[src/rtl/rtcu_pkg.sv]
// Shared constants, types and helper functions for the RTC date to Unix time converter.
package rtcu_pkg;

  localparam logic [7:0]  CENT_MIN           = 8'd19;
  localparam logic [7:0]  CENT_MAX           = 8'd21;
  localparam logic [4:0]  CENT_DEFAULT       = 5'd20;
  localparam logic [11:0] YEARS_PER_CENT     = 12'd100;
  localparam logic [11:0] EPOCH_YEAR         = 12'd1970;
  localparam logic [7:0]  MONTH_MAX          = 8'd12;
  localparam logic [7:0]  DAY_MAX            = 8'd31;
  localparam logic [9:0]  LEAPS_BEFORE_EPOCH = 10'd477;
  localparam logic [8:0]  DAYS_PER_YEAR      = 9'd365;
  localparam logic [16:0] SECS_PER_DAY       = 17'd86400;
  localparam logic [11:0] SECS_PER_HOUR      = 12'd3600;
  localparam logic [5:0]  SECS_PER_MIN       = 6'd60;
  // Reciprocal of 100: exact floor for all operands below 43699
  localparam logic [12:0] RECIP_100          = 13'd5243;
  localparam int unsigned RECIP_SHIFT        = 19;

  typedef struct packed {
    logic [7:0]  sec;
    logic [7:0]  min;
    logic [7:0]  hr;
    logic [7:0]  day;
    logic [7:0]  mon;
    logic [11:0] cal_year;
    logic        bad_md;
  } dec_t;

  // Unchecked BCD rule: low nibble plus ten times high nibble
  function automatic logic [7:0] nibble_decode(input logic [7:0] b);
    return 8'(b[3:0]) + 8'(b[7:4]) * 8'd10;
  endfunction

  // Days before the first of month m (1..12)
  function automatic logic [8:0] days_to_month(input logic [3:0] m);
    logic [8:0] d;
    case (m)
      4'd1:    d = 9'd0;
      4'd2:    d = 9'd31;
      4'd3:    d = 9'd59;
      4'd4:    d = 9'd90;
      4'd5:    d = 9'd120;
      4'd6:    d = 9'd151;
      4'd7:    d = 9'd181;
      4'd8:    d = 9'd212;
      4'd9:    d = 9'd243;
      4'd10:   d = 9'd273;
      4'd11:   d = 9'd304;
      4'd12:   d = 9'd334;
      default: d = 9'd0;
    endcase
    return d;
  endfunction

endpackage

[src/rtl/rtcu_in_if.sv]
// Input channel carrying one raw RTC snapshot per transaction.
interface rtcu_in_if;
  logic       valid;
  logic       ready;
  logic [7:0] raw_second;
  logic [7:0] raw_minute;
  logic [7:0] raw_hour;
  logic [7:0] raw_day;
  logic [7:0] raw_month;
  logic [7:0] raw_year;
  logic [7:0] raw_century;
  logic       binary_mode;

  modport source (
    output valid, raw_second, raw_minute, raw_hour, raw_day, raw_month,
           raw_year, raw_century, binary_mode,
    input  ready
  );
  modport sink (
    input  valid, raw_second, raw_minute, raw_hour, raw_day, raw_month,
           raw_year, raw_century, binary_mode,
    output ready
  );
endinterface

[src/rtl/rtcu_out_if.sv]
// Result channel carrying Unix seconds and the invalid-date flag.
interface rtcu_out_if;
  logic        valid;
  logic        ready;
  logic [31:0] unix_seconds;
  logic        date_invalid;

  modport source (output valid, unix_seconds, date_invalid, input ready);
  modport sink   (input valid, unix_seconds, date_invalid, output ready);
endinterface

[src/rtl/rtcu_decode.sv]
// Front end: BCD or binary field decode, century fix-up, full year and month/day range check.
module rtcu_decode (
  input  logic [7:0]       raw_second,
  input  logic [7:0]       raw_minute,
  input  logic [7:0]       raw_hour,
  input  logic [7:0]       raw_day,
  input  logic [7:0]       raw_month,
  input  logic [7:0]       raw_year,
  input  logic [7:0]       raw_century,
  input  logic             binary_mode,
  output rtcu_pkg::dec_t   dec
);

  logic [7:0] yr;
  logic [7:0] cen;
  logic [4:0] cen_fix;

  always_comb begin
    if (binary_mode) begin
      dec.sec = raw_second;
      dec.min = raw_minute;
      dec.hr  = raw_hour;
      dec.day = raw_day;
      dec.mon = raw_month;
      yr      = raw_year;
      cen     = raw_century;
    end else begin
      dec.sec = rtcu_pkg::nibble_decode(raw_second);
      dec.min = rtcu_pkg::nibble_decode(raw_minute);
      dec.hr  = rtcu_pkg::nibble_decode(raw_hour);
      dec.day = rtcu_pkg::nibble_decode(raw_day);
      dec.mon = rtcu_pkg::nibble_decode(raw_month);
      yr      = rtcu_pkg::nibble_decode(raw_year);
      cen     = rtcu_pkg::nibble_decode(raw_century);
    end

    // Force an unknown century to 20
    if (cen < rtcu_pkg::CENT_MIN || cen > rtcu_pkg::CENT_MAX) begin
      cen_fix = rtcu_pkg::CENT_DEFAULT;
    end else begin
      cen_fix = cen[4:0];
    end

    dec.cal_year  = 12'(cen_fix) * rtcu_pkg::YEARS_PER_CENT + 12'(yr);
    dec.bad_md    = (dec.mon == 8'd0) || (dec.mon > rtcu_pkg::MONTH_MAX) ||
                    (dec.day == 8'd0) || (dec.day > rtcu_pkg::DAY_MAX);
  end

endmodule

[src/rtl/rtc_date_to_unix_time.sv]
// Top level: five-stage pipeline from raw RTC snapshot to Unix seconds.
// Throughput: one transaction per cycle while the result side is ready; each
// stage holds one item and the ready chain lets a stage fill whenever the one
// after it moves or is empty.
// Stage 5 is the output register and its product of days by 86400 sets depth.
// Reset (rst_n low, synchronous) clears every stage valid bit; payload is kept.
module rtc_date_to_unix_time (
  input  logic        clk,
  input  logic        rst_n,
  rtcu_in_if.sink     in_chan,
  rtcu_out_if.source  out_chan
);

  localparam int unsigned NSTG = 5;

  logic [NSTG-1:0] v_r;
  logic [NSTG-1:0] rdy;

  rtcu_pkg::dec_t dec;

  // Stage 1
  rtcu_pkg::dec_t s1_r;
  // Stage 2
  logic [11:0] s2_full_r;
  logic [5:0]  s2_qm1_r;
  logic [5:0]  s2_qf_r;
  logic [19:0] s2_hms_r;
  logic [7:0]  s2_day_r;
  logic [7:0]  s2_mon_r;
  logic        s2_inv_r;
  // Stage 3
  logic [17:0] s3_yd_r;
  logic [9:0]  s3_leaps_r;
  logic [8:0]  s3_dtm_r;
  logic        s3_ladd_r;
  logic [7:0]  s3_day_r;
  logic [19:0] s3_hms_r;
  logic        s3_inv_r;
  // Stage 4
  logic [17:0] s4_days_r;
  logic [19:0] s4_hms_r;
  logic        s4_inv_r;
  // Stage 5 (output)
  logic [31:0] out_sec_r;
  logic        out_inv_r;

  logic [11:0] s1_ym1;
  logic [24:0] s1_pm1;
  logic [24:0] s1_pf;
  logic [19:0] s1_hms;
  logic [11:0] s2_ym1;
  logic [8:0]  s2_yoff;
  logic [11:0] s2_cent_base;
  logic        s2_leap_yr;
  logic [34:0] s4_prod;
  logic [31:0] s4_total;

  rtcu_decode u_decode (
    .raw_second  (in_chan.raw_second),
    .raw_minute  (in_chan.raw_minute),
    .raw_hour    (in_chan.raw_hour),
    .raw_day     (in_chan.raw_day),
    .raw_month   (in_chan.raw_month),
    .raw_year    (in_chan.raw_year),
    .raw_century (in_chan.raw_century),
    .binary_mode (in_chan.binary_mode),
    .dec         (dec)
  );

  // A stage takes new data when it is empty or its content moves on
  always_comb begin
    rdy[NSTG-1] = !v_r[NSTG-1] || out_chan.ready;
    for (int k = NSTG - 2; k >= 0; k--) begin
      rdy[k] = !v_r[k] || rdy[k+1];
    end
  end

  assign in_chan.ready         = rdy[0];
  assign out_chan.valid        = v_r[NSTG-1];
  assign out_chan.unix_seconds = out_sec_r;
  assign out_chan.date_invalid = out_inv_r;

  always_ff @(posedge clk) begin
    if (!rst_n) begin
      v_r <= '0;
    end else begin
      if (rdy[0]) begin
        v_r[0] <= in_chan.valid;
      end
      for (int k = 1; k < NSTG; k++) begin
        if (rdy[k]) begin
          v_r[k] <= v_r[k-1];
        end
      end
    end
  end

  // Stage 2 arithmetic: quotients by 100 and time of day
  always_comb begin
    s1_ym1 = s1_r.cal_year - 12'd1;
    s1_pm1 = 25'(s1_ym1) * 25'(rtcu_pkg::RECIP_100);
    s1_pf  = 25'(s1_r.cal_year) * 25'(rtcu_pkg::RECIP_100);
    s1_hms = 20'(s1_r.hr) * 20'(rtcu_pkg::SECS_PER_HOUR)
           + 20'(s1_r.min) * 20'(rtcu_pkg::SECS_PER_MIN)
           + 20'(s1_r.sec);
  end

  // Stage 3 arithmetic: leap count, leap year, whole-year days
  always_comb begin
    s2_ym1       = s2_full_r - 12'd1;
    s2_yoff      = 9'(s2_full_r - rtcu_pkg::EPOCH_YEAR);
    s2_cent_base = 12'(s2_qf_r) * rtcu_pkg::YEARS_PER_CENT;
    s2_leap_yr   = (s2_full_r[1:0] == 2'd0) &&
                   ((s2_full_r != s2_cent_base) || (s2_qf_r[1:0] == 2'd0));
  end

  // Stage 5 arithmetic: days to seconds, wrapped to 32 bits
  always_comb begin
    s4_prod  = 35'(s4_days_r) * 35'(rtcu_pkg::SECS_PER_DAY);
    s4_total = s4_prod[31:0] + 32'(s4_hms_r);
  end

  always_ff @(posedge clk) begin
    if (rdy[0]) begin
      s1_r <= dec;
    end
    if (rdy[1]) begin
      s2_full_r <= s1_r.cal_year;
      s2_qm1_r  <= 6'(s1_pm1 >> rtcu_pkg::RECIP_SHIFT);
      s2_qf_r   <= 6'(s1_pf >> rtcu_pkg::RECIP_SHIFT);
      s2_hms_r  <= s1_hms;
      s2_day_r  <= s1_r.day;
      s2_mon_r  <= s1_r.mon;
      s2_inv_r  <= s1_r.bad_md || (s1_r.cal_year < rtcu_pkg::EPOCH_YEAR);
    end
    if (rdy[2]) begin
      s3_yd_r    <= 18'(s2_yoff) * 18'(rtcu_pkg::DAYS_PER_YEAR);
      s3_leaps_r <= 10'(s2_ym1[11:2]) - 10'(s2_qm1_r) + 10'(s2_qm1_r[5:2])
                  - rtcu_pkg::LEAPS_BEFORE_EPOCH;
      s3_dtm_r   <= rtcu_pkg::days_to_month(s2_mon_r[3:0]);
      s3_ladd_r  <= s2_leap_yr && (s2_mon_r > 8'd2);
      s3_day_r   <= s2_day_r;
      s3_hms_r   <= s2_hms_r;
      s3_inv_r   <= s2_inv_r;
    end
    if (rdy[3]) begin
      s4_days_r <= s3_yd_r + 18'(s3_leaps_r) + 18'(s3_dtm_r) + 18'(s3_ladd_r)
                 + 18'(s3_day_r) - 18'd1;
      s4_hms_r  <= s3_hms_r;
      s4_inv_r  <= s3_inv_r;
    end
    if (rdy[4]) begin
      // Drop the computed value for a rejected date
      out_sec_r <= s4_inv_r ? 32'd0 : s4_total;
      out_inv_r <= s4_inv_r;
    end
  end

  // Rejected date always reports zero seconds
  a_inv_zero: assert property (@(posedge clk) disable iff (!rst_n)
    out_chan.valid && out_chan.date_invalid |-> out_chan.unix_seconds == 32'd0)
    else $error("invalid date with nonzero seconds");

  // Occupancy changes only by accepted transactions
  a_occupancy: assert property (@(posedge clk) disable iff (!rst_n)
    $past(rst_n) |->
      $countones(v_r) == $past($countones(v_r))
                       + $past(int'(in_chan.valid && in_chan.ready))
                       - $past(int'(out_chan.valid && out_chan.ready)))
    else $error("pipeline occupancy mismatch");

  // Reciprocal quotient by 100 is exact for every accepted year
  a_quot100: assert property (@(posedge clk) disable iff (!rst_n)
    v_r[1] && !s2_inv_r |->
      (13'(s2_qf_r) * 13'd100 <= 13'(s2_full_r)) &&
      (13'(s2_full_r) < 13'(s2_qf_r) * 13'd100 + 13'd100))
    else $error("quotient by 100 out of range");

endmodule

[src/flat_wrapper.sv]
// flat-port wrapper written by rule: the top's interface ports become plain ports
module rtc_date_to_unix_time_flat 
  (clk, rst_n, in_chan_valid, in_chan_raw_second, in_chan_raw_minute, in_chan_raw_hour, in_chan_raw_day, in_chan_raw_month, in_chan_raw_year, in_chan_raw_century, in_chan_binary_mode, in_chan_ready, out_chan_valid, out_chan_unix_seconds, out_chan_date_invalid, out_chan_ready);
  rtcu_in_if in_chan_i ();
  rtcu_out_if out_chan_i ();
  input  logic clk;
  input  logic rst_n;
  input wire logic [$bits(in_chan_i.valid)-1:0] in_chan_valid;
  input wire logic [$bits(in_chan_i.raw_second)-1:0] in_chan_raw_second;
  input wire logic [$bits(in_chan_i.raw_minute)-1:0] in_chan_raw_minute;
  input wire logic [$bits(in_chan_i.raw_hour)-1:0] in_chan_raw_hour;
  input wire logic [$bits(in_chan_i.raw_day)-1:0] in_chan_raw_day;
  input wire logic [$bits(in_chan_i.raw_month)-1:0] in_chan_raw_month;
  input wire logic [$bits(in_chan_i.raw_year)-1:0] in_chan_raw_year;
  input wire logic [$bits(in_chan_i.raw_century)-1:0] in_chan_raw_century;
  input wire logic [$bits(in_chan_i.binary_mode)-1:0] in_chan_binary_mode;
  output wire logic [$bits(in_chan_i.ready)-1:0] in_chan_ready;
  output wire logic [$bits(out_chan_i.valid)-1:0] out_chan_valid;
  output wire logic [$bits(out_chan_i.unix_seconds)-1:0] out_chan_unix_seconds;
  output wire logic [$bits(out_chan_i.date_invalid)-1:0] out_chan_date_invalid;
  input wire logic [$bits(out_chan_i.ready)-1:0] out_chan_ready;
  assign in_chan_i.valid = in_chan_valid;
  assign in_chan_i.raw_second = in_chan_raw_second;
  assign in_chan_i.raw_minute = in_chan_raw_minute;
  assign in_chan_i.raw_hour = in_chan_raw_hour;
  assign in_chan_i.raw_day = in_chan_raw_day;
  assign in_chan_i.raw_month = in_chan_raw_month;
  assign in_chan_i.raw_year = in_chan_raw_year;
  assign in_chan_i.raw_century = in_chan_raw_century;
  assign in_chan_i.binary_mode = in_chan_binary_mode;
  assign in_chan_ready = in_chan_i.ready;
  assign out_chan_valid = out_chan_i.valid;
  assign out_chan_unix_seconds = out_chan_i.unix_seconds;
  assign out_chan_date_invalid = out_chan_i.date_invalid;
  assign out_chan_i.ready = out_chan_ready;
  rtc_date_to_unix_time u_core (.clk(clk), .rst_n(rst_n), .in_chan(in_chan_i), .out_chan(out_chan_i));
endmodule
[config.mk]
export PLATFORM = sky130hd
export DESIGN_NAME = rtc_date_to_unix_time_flat
export DESIGN_NICKNAME = d
export VERILOG_FILES = /design/src/rtl/rtcu_pkg.sv /design/src/rtl/rtcu_in_if.sv /design/src/rtl/rtcu_out_if.sv /design/src/rtl/rtcu_decode.sv /design/src/rtl/rtc_date_to_unix_time.sv /design/src/flat_wrapper.sv
export SDC_FILE = /design/constraint.sdc
export NUM_CORES = 1
export LEC_CHECK = 0
export ABC_AREA = 1
export BUFFER_PORTS_ARGS = -buffer_cell sky130_fd_sc_hd__buf_4
export CAP_MARGIN = 20
export CORE_UTILIZATION = 50
export CTS_CLUSTER_DIAMETER = 100
export CTS_CLUSTER_SIZE = 10
export DETAILED_ROUTE_END_ITERATION = 16
export GPL_TIMING_DRIVEN = 0
export PLACE_DENSITY = 0.69
export SLEW_MARGIN = 10
export SYNTH_ARGS = -nofsm -noshare
export SYNTH_HDL_FRONTEND = slang
export SYNTH_SLANG_ARGS = --single-unit
[constraint.sdc]
create_clock -name clk -period 7.1 [get_ports clk]
set_input_delay 1.42 -clock clk [delete_from_list [all_inputs] [get_ports clk]]
set_output_delay 1.42 -clock clk [all_outputs]
set_load 0.005 [all_outputs]
==> summary.md <==
| Metric | Value |
|---|---|
| Die Y | 238 microns |
| Total of buffers placed on input and output ports | 95 |
| Unrepaired setup endpoints after global routing | false |
| Met3 track demand over resource in global routing | 1.92% |
| Worst Hold Launch | u_core.s2_hms_r[19] |
| Warnings, synthesis | 0 |
| Worst relative slew slack | 47.2% |
| Count of cells along the worst register-to-register path | 21 |
| Hold WC Path Type | reg2reg |
| Tot GR Track Use | 19.4% |
| Worst Clk Skew | 0.0148 ns |
| Fraction of final layout cells sized beyond drive strength 1 | 6.22% |
| Biggest area consumer among synthesized cells | sky130_fd_sc_hd__edfxtp_1 |
| Final Util | 55.3% |
| Hold path endpoint | u_core.s3_hms_r[19] |
| Number of inserted filler cells in the final layout | 4741 |
| Horizontal extent of the die | 238 microns |
| Outcome | complete, no violations |
| Total number of nets in the final design | 3902 |
| Maximum number of pins on one net before global-route repair | 42 |
| First-pass detailed-route iteration total | 5 |
| Via count of the first global-routing pass | 19983 |
| Die ar. | 56500 sq um |
| Via count | 19065 |
| Most common cell after layout, fill and taps aside | sky130_fd_sc_hd__inv_1 |
| # Max-Cap Violations | 0 |
| Total clock sinks | 258 |
| Clock buffers created by TritonCTS | 29 |
| Commonest non-fill, non-tap cells in the layout | 695 x sky130_fd_sc_hd__inv_1, 531 x sky130_fd_sc_hd__ha_1, 414 x sky130_fd_sc_hd__nand2_1, 253 x sky130_fd_sc_hd__edfxtp_1, 219 x sky130_fd_sc_hd__fa_1 |
| Maximum level of the CTS H-tree | 1 |
| Hold depth | 0 |
| Core region area | 55000 sq um |
| Type of the worst setup path | reg2reg |
| Total congestion overflow after global routing | 0 |
| Reg2Reg Setup Slack | 0.49 ns |
| Initial antenna violation count | 0 |
| Maximum buffer depth of the clock tree | 3 |
| Flip-flop and latch count after synthesis | 258 |
| Data required time of the critical path | 7.39 ns |
| Clock insertion delay at the later pin of the skew report | 0.55 ns |
| Critical path arrival | 6.91 ns |
| Biggest area contributors in the synthesized netlist | sky130_fd_sc_hd__edfxtp_1 27%, sky130_fd_sc_hd__ha_1 24%, sky130_fd_sc_hd__fa_1 16% |
| EDFF count, synth | 253 |
| Busiest layer in global routing | met2 |
| 1st-iter DRT viols | 811 |
| Number of diodes added for antenna fixing | 0 |
| FF-to-FF Start | u_core.s1_r[2] |
| Slew at the pin closest to its max-slew limit | 0.791 ns |
| Num rows | 86 |
| Crit-path max FO | 7 |
| Final weighted congestion in routability-driven placement | 0.920 |
| Met1 Track Usage GR | 25.4% |
| DR WL/cell | 13.5 microns |
| Synthesized netlist cell count | 2947 |
| Max-slew violation count | 0 |
| HPWL after detailed placement | 44600 microns |
| Minimum clock period | 6.61 ns |
| Sequential-to-total area share from yosys stat | 27.7% |
| Count of endpoints failing hold in the final timing report | 0 |
| Primary FF master, synth | sky130_fd_sc_hd__edfxtp_1 |
| Tcrit/Tclk final | 93.2% |
| Mean instance size in the synthesized netlist | 9.42 sq um |
| Yosys top cell area share | 27.4% |
| Total of endpoints with negative setup slack in the final report | 0 |
| Kind of end point of the critical path | register |
| Wire length of the first global-routing pass | 91500 microns |
| Detailed-route wire length | 52000 microns |
| Kind of launch point of the worst setup path | register |
| Share of synthesized flip-flops with an asynchronous set or reset | 0% |
| Relative area change from synthesis to final layout | 9.55% |
| Avg Vias per Cell | 4.95 |
| End of the worst register-to-register path | u_core.s2_qm1_r[5] |
| Maximum achievable frequency | 151 MHz |
| Met2 layer usage reported by global route | 34.2% |
| Remaining antenna violation count after routing | 0 |
| I/O pins | 96 |
| CTS Root Cell | sky130_fd_sc_hd__clkbuf_16 |
| DRC | 0 |
| Starting utilization of the core area | 50.5% |
| Clock slew seen by the registers of the worst setup and hold paths | 0.06 ns |
| Mapped cell area | 27800 sq um |
| Cts-stage hold buffer count | 0 |
| Post-synthesis cell type count | 56 |
| TritonCTS clock tree | yes |
area by class of cell:
type                            count  area, sq um  area share (%)
Sequential cell                   258         7700            25.3
Inverter                          704         2650            8.70
Buffer                             14         58.8           0.193
Multi-Input combinational cell   1974        17400            57.2
Tap cell                          748          936            3.08
Clock buffer                       41          771            2.53
Clock inverter                      1         3.75          0.0123
Timing Repair Buffer              110          903            2.97
cell usage after synthesis (2+ instances only):
cell                       number
sky130_fd_sc_hd__nand3b_1       5
sky130_fd_sc_hd__o211ai_1       6
sky130_fd_sc_hd__o31ai_1        3
sky130_fd_sc_hd__xor2_1       111
sky130_fd_sc_hd__a31oi_1        6
sky130_fd_sc_hd__nor4_1         3
sky130_fd_sc_hd__o311ai_0       2
sky130_fd_sc_hd__o21ai_1        4
sky130_fd_sc_hd__nor2_1       130
sky130_fd_sc_hd__nand2_2       14
sky130_fd_sc_hd__o21bai_1       6
sky130_fd_sc_hd__nand3_1       91
sky130_fd_sc_hd__nor2_4         4
sky130_fd_sc_hd__o21ai_0       93
sky130_fd_sc_hd__nand4_1       29
sky130_fd_sc_hd__conb_1         2
sky130_fd_sc_hd__fa_1         219
sky130_fd_sc_hd__o221ai_1       3
sky130_fd_sc_hd__clkbuf_1      10
sky130_fd_sc_hd__ha_1         531
sky130_fd_sc_hd__a21boi_0       3
sky130_fd_sc_hd__nand3_2        2
sky130_fd_sc_hd__a211oi_1       5
sky130_fd_sc_hd__or2_2          8
sky130_fd_sc_hd__a21o_1         6
sky130_fd_sc_hd__nor2_2         6
sky130_fd_sc_hd__o21a_1         3
sky130_fd_sc_hd__dfxtp_1        5
sky130_fd_sc_hd__xnor2_1       57
sky130_fd_sc_hd__nand2_1      415
sky130_fd_sc_hd__a21oi_1      169
sky130_fd_sc_hd__inv_2          5
sky130_fd_sc_hd__edfxtp_1     253
sky130_fd_sc_hd__nor3_1        19
sky130_fd_sc_hd__inv_1        698
per-stage QoR:
stage	hold slack, ns	setup WS [ns]	TNS (ns)	cell area (sq um)	std cells
after detailed placement	0.405	0.162	0	29600	3798
after global placement	0.402	-1.42	-12.02	29400	3793
after floorplan	0.400	0.312	0	27800	2950
final	0.414	0.486	0	30400	3850
after global routing	0.417	0.00556	0	30400	3850
after CTS	0.416	0.145	0	30300	3840
critical path, cell delays in order, from the launching register on:
cell	delay (ns)
sky130_fd_sc_hd__edfxtp_1	0.54
sky130_fd_sc_hd__inv_1	0.24
sky130_fd_sc_hd__ha_1	0.30
sky130_fd_sc_hd__nand2_1	0.11
sky130_fd_sc_hd__nand2_1	0.07
sky130_fd_sc_hd__nand2_1	0.07
sky130_fd_sc_hd__a21boi_0	0.28
sky130_fd_sc_hd__xor2_1	0.54
sky130_fd_sc_hd__inv_1	0.14
sky130_fd_sc_hd__fa_1	0.61
sky130_fd_sc_hd__fa_1	0.45
sky130_fd_sc_hd__fa_1	0.50
sky130_fd_sc_hd__fa_1	0.56
sky130_fd_sc_hd__fa_1	0.56
sky130_fd_sc_hd__inv_1	0.05
sky130_fd_sc_hd__ha_1	0.33
sky130_fd_sc_hd__a21oi_1	0.14
sky130_fd_sc_hd__o21ai_0	0.14
sky130_fd_sc_hd__o21ai_0	0.23
sky130_fd_sc_hd__o211ai_1	0.21
sky130_fd_sc_hd__a21oi_1	0.22
sky130_fd_sc_hd__xor2_1	0.09
repair_timing:
| item | CTS | global route |
|---|---|---|
| setup buffers | 0 | 10 |
| endpoints found under the setup margin | 0 | 4 |
| gates resized for setup | 0 | 3 |
worst max path at each step:
stage / start / endpoint / slack (ns)
3_3_place_gp: out_chan_ready / in_chan_ready / -1.42
6_report: u_core.s1_r[2] / u_core.s2_qm1_r[5] / 0.49
2_1_floorplan: out_chan_ready / in_chan_ready / 0.31
4_1_cts: u_core.s1_r[2] / u_core.s2_qm1_r[5] / 0.14
5_1_grt: u_core.s1_r[2] / u_core.s2_qm1_r[5] / 0.006
3_5_place_dp: u_core.s1_r[2] / u_core.s2_qm1_r[5] / 0.16
registers in the layout, summed over array words and instances (netlist names), 8 cells and up:
name / flops
u_core.out_chan.unix_seconds: 32
u_core.s1_r: 53
u_core.s2_day_r: 8
u_core.s2_full_r: 12
u_core.s2_hms_r: 20
u_core.s2_mon_r: 8
u_core.s3_day_r: 8
u_core.s3_dtm_r: 9
u_core.s3_hms_r: 20
u_core.s3_leaps_r: 10
u_core.s3_yd_r: 18
u_core.s4_days_r: 18
u_core.s4_hms_r: 20
cells by family (layout without fill, tap and decap cells):
| family | after synthesis | after routing | synth area share (%) |
|---|---|---|---|
| compound gates | 318 | 318 | 6.23 |
| xor+xnor | 168 | 168 | 5.30 |
| fa+ha+maj | 750 | 750 | 39.7 |
| buf+inv | 718 | 870 | 9.73 |
| flops | 258 | 258 | 27.7 |
| mux | 1 | 1 | 0.0360 |
| other cells | 2 | 5 | 0.0270 |
| simple gates | 732 | 732 | 11.3 |
per-layer routing:
metal	up-vias	routed length [microns]	part of all wire, %
li1	9780	-	-
met1	8922	24100	46
met2	298	25200	49
met3	65	1760	3.4
met4	0	905	1.7
met5	-	0	0
Power is not shown: default switching activity piles up to over one toggle a cycle in this logic, so the estimate is an artifact.
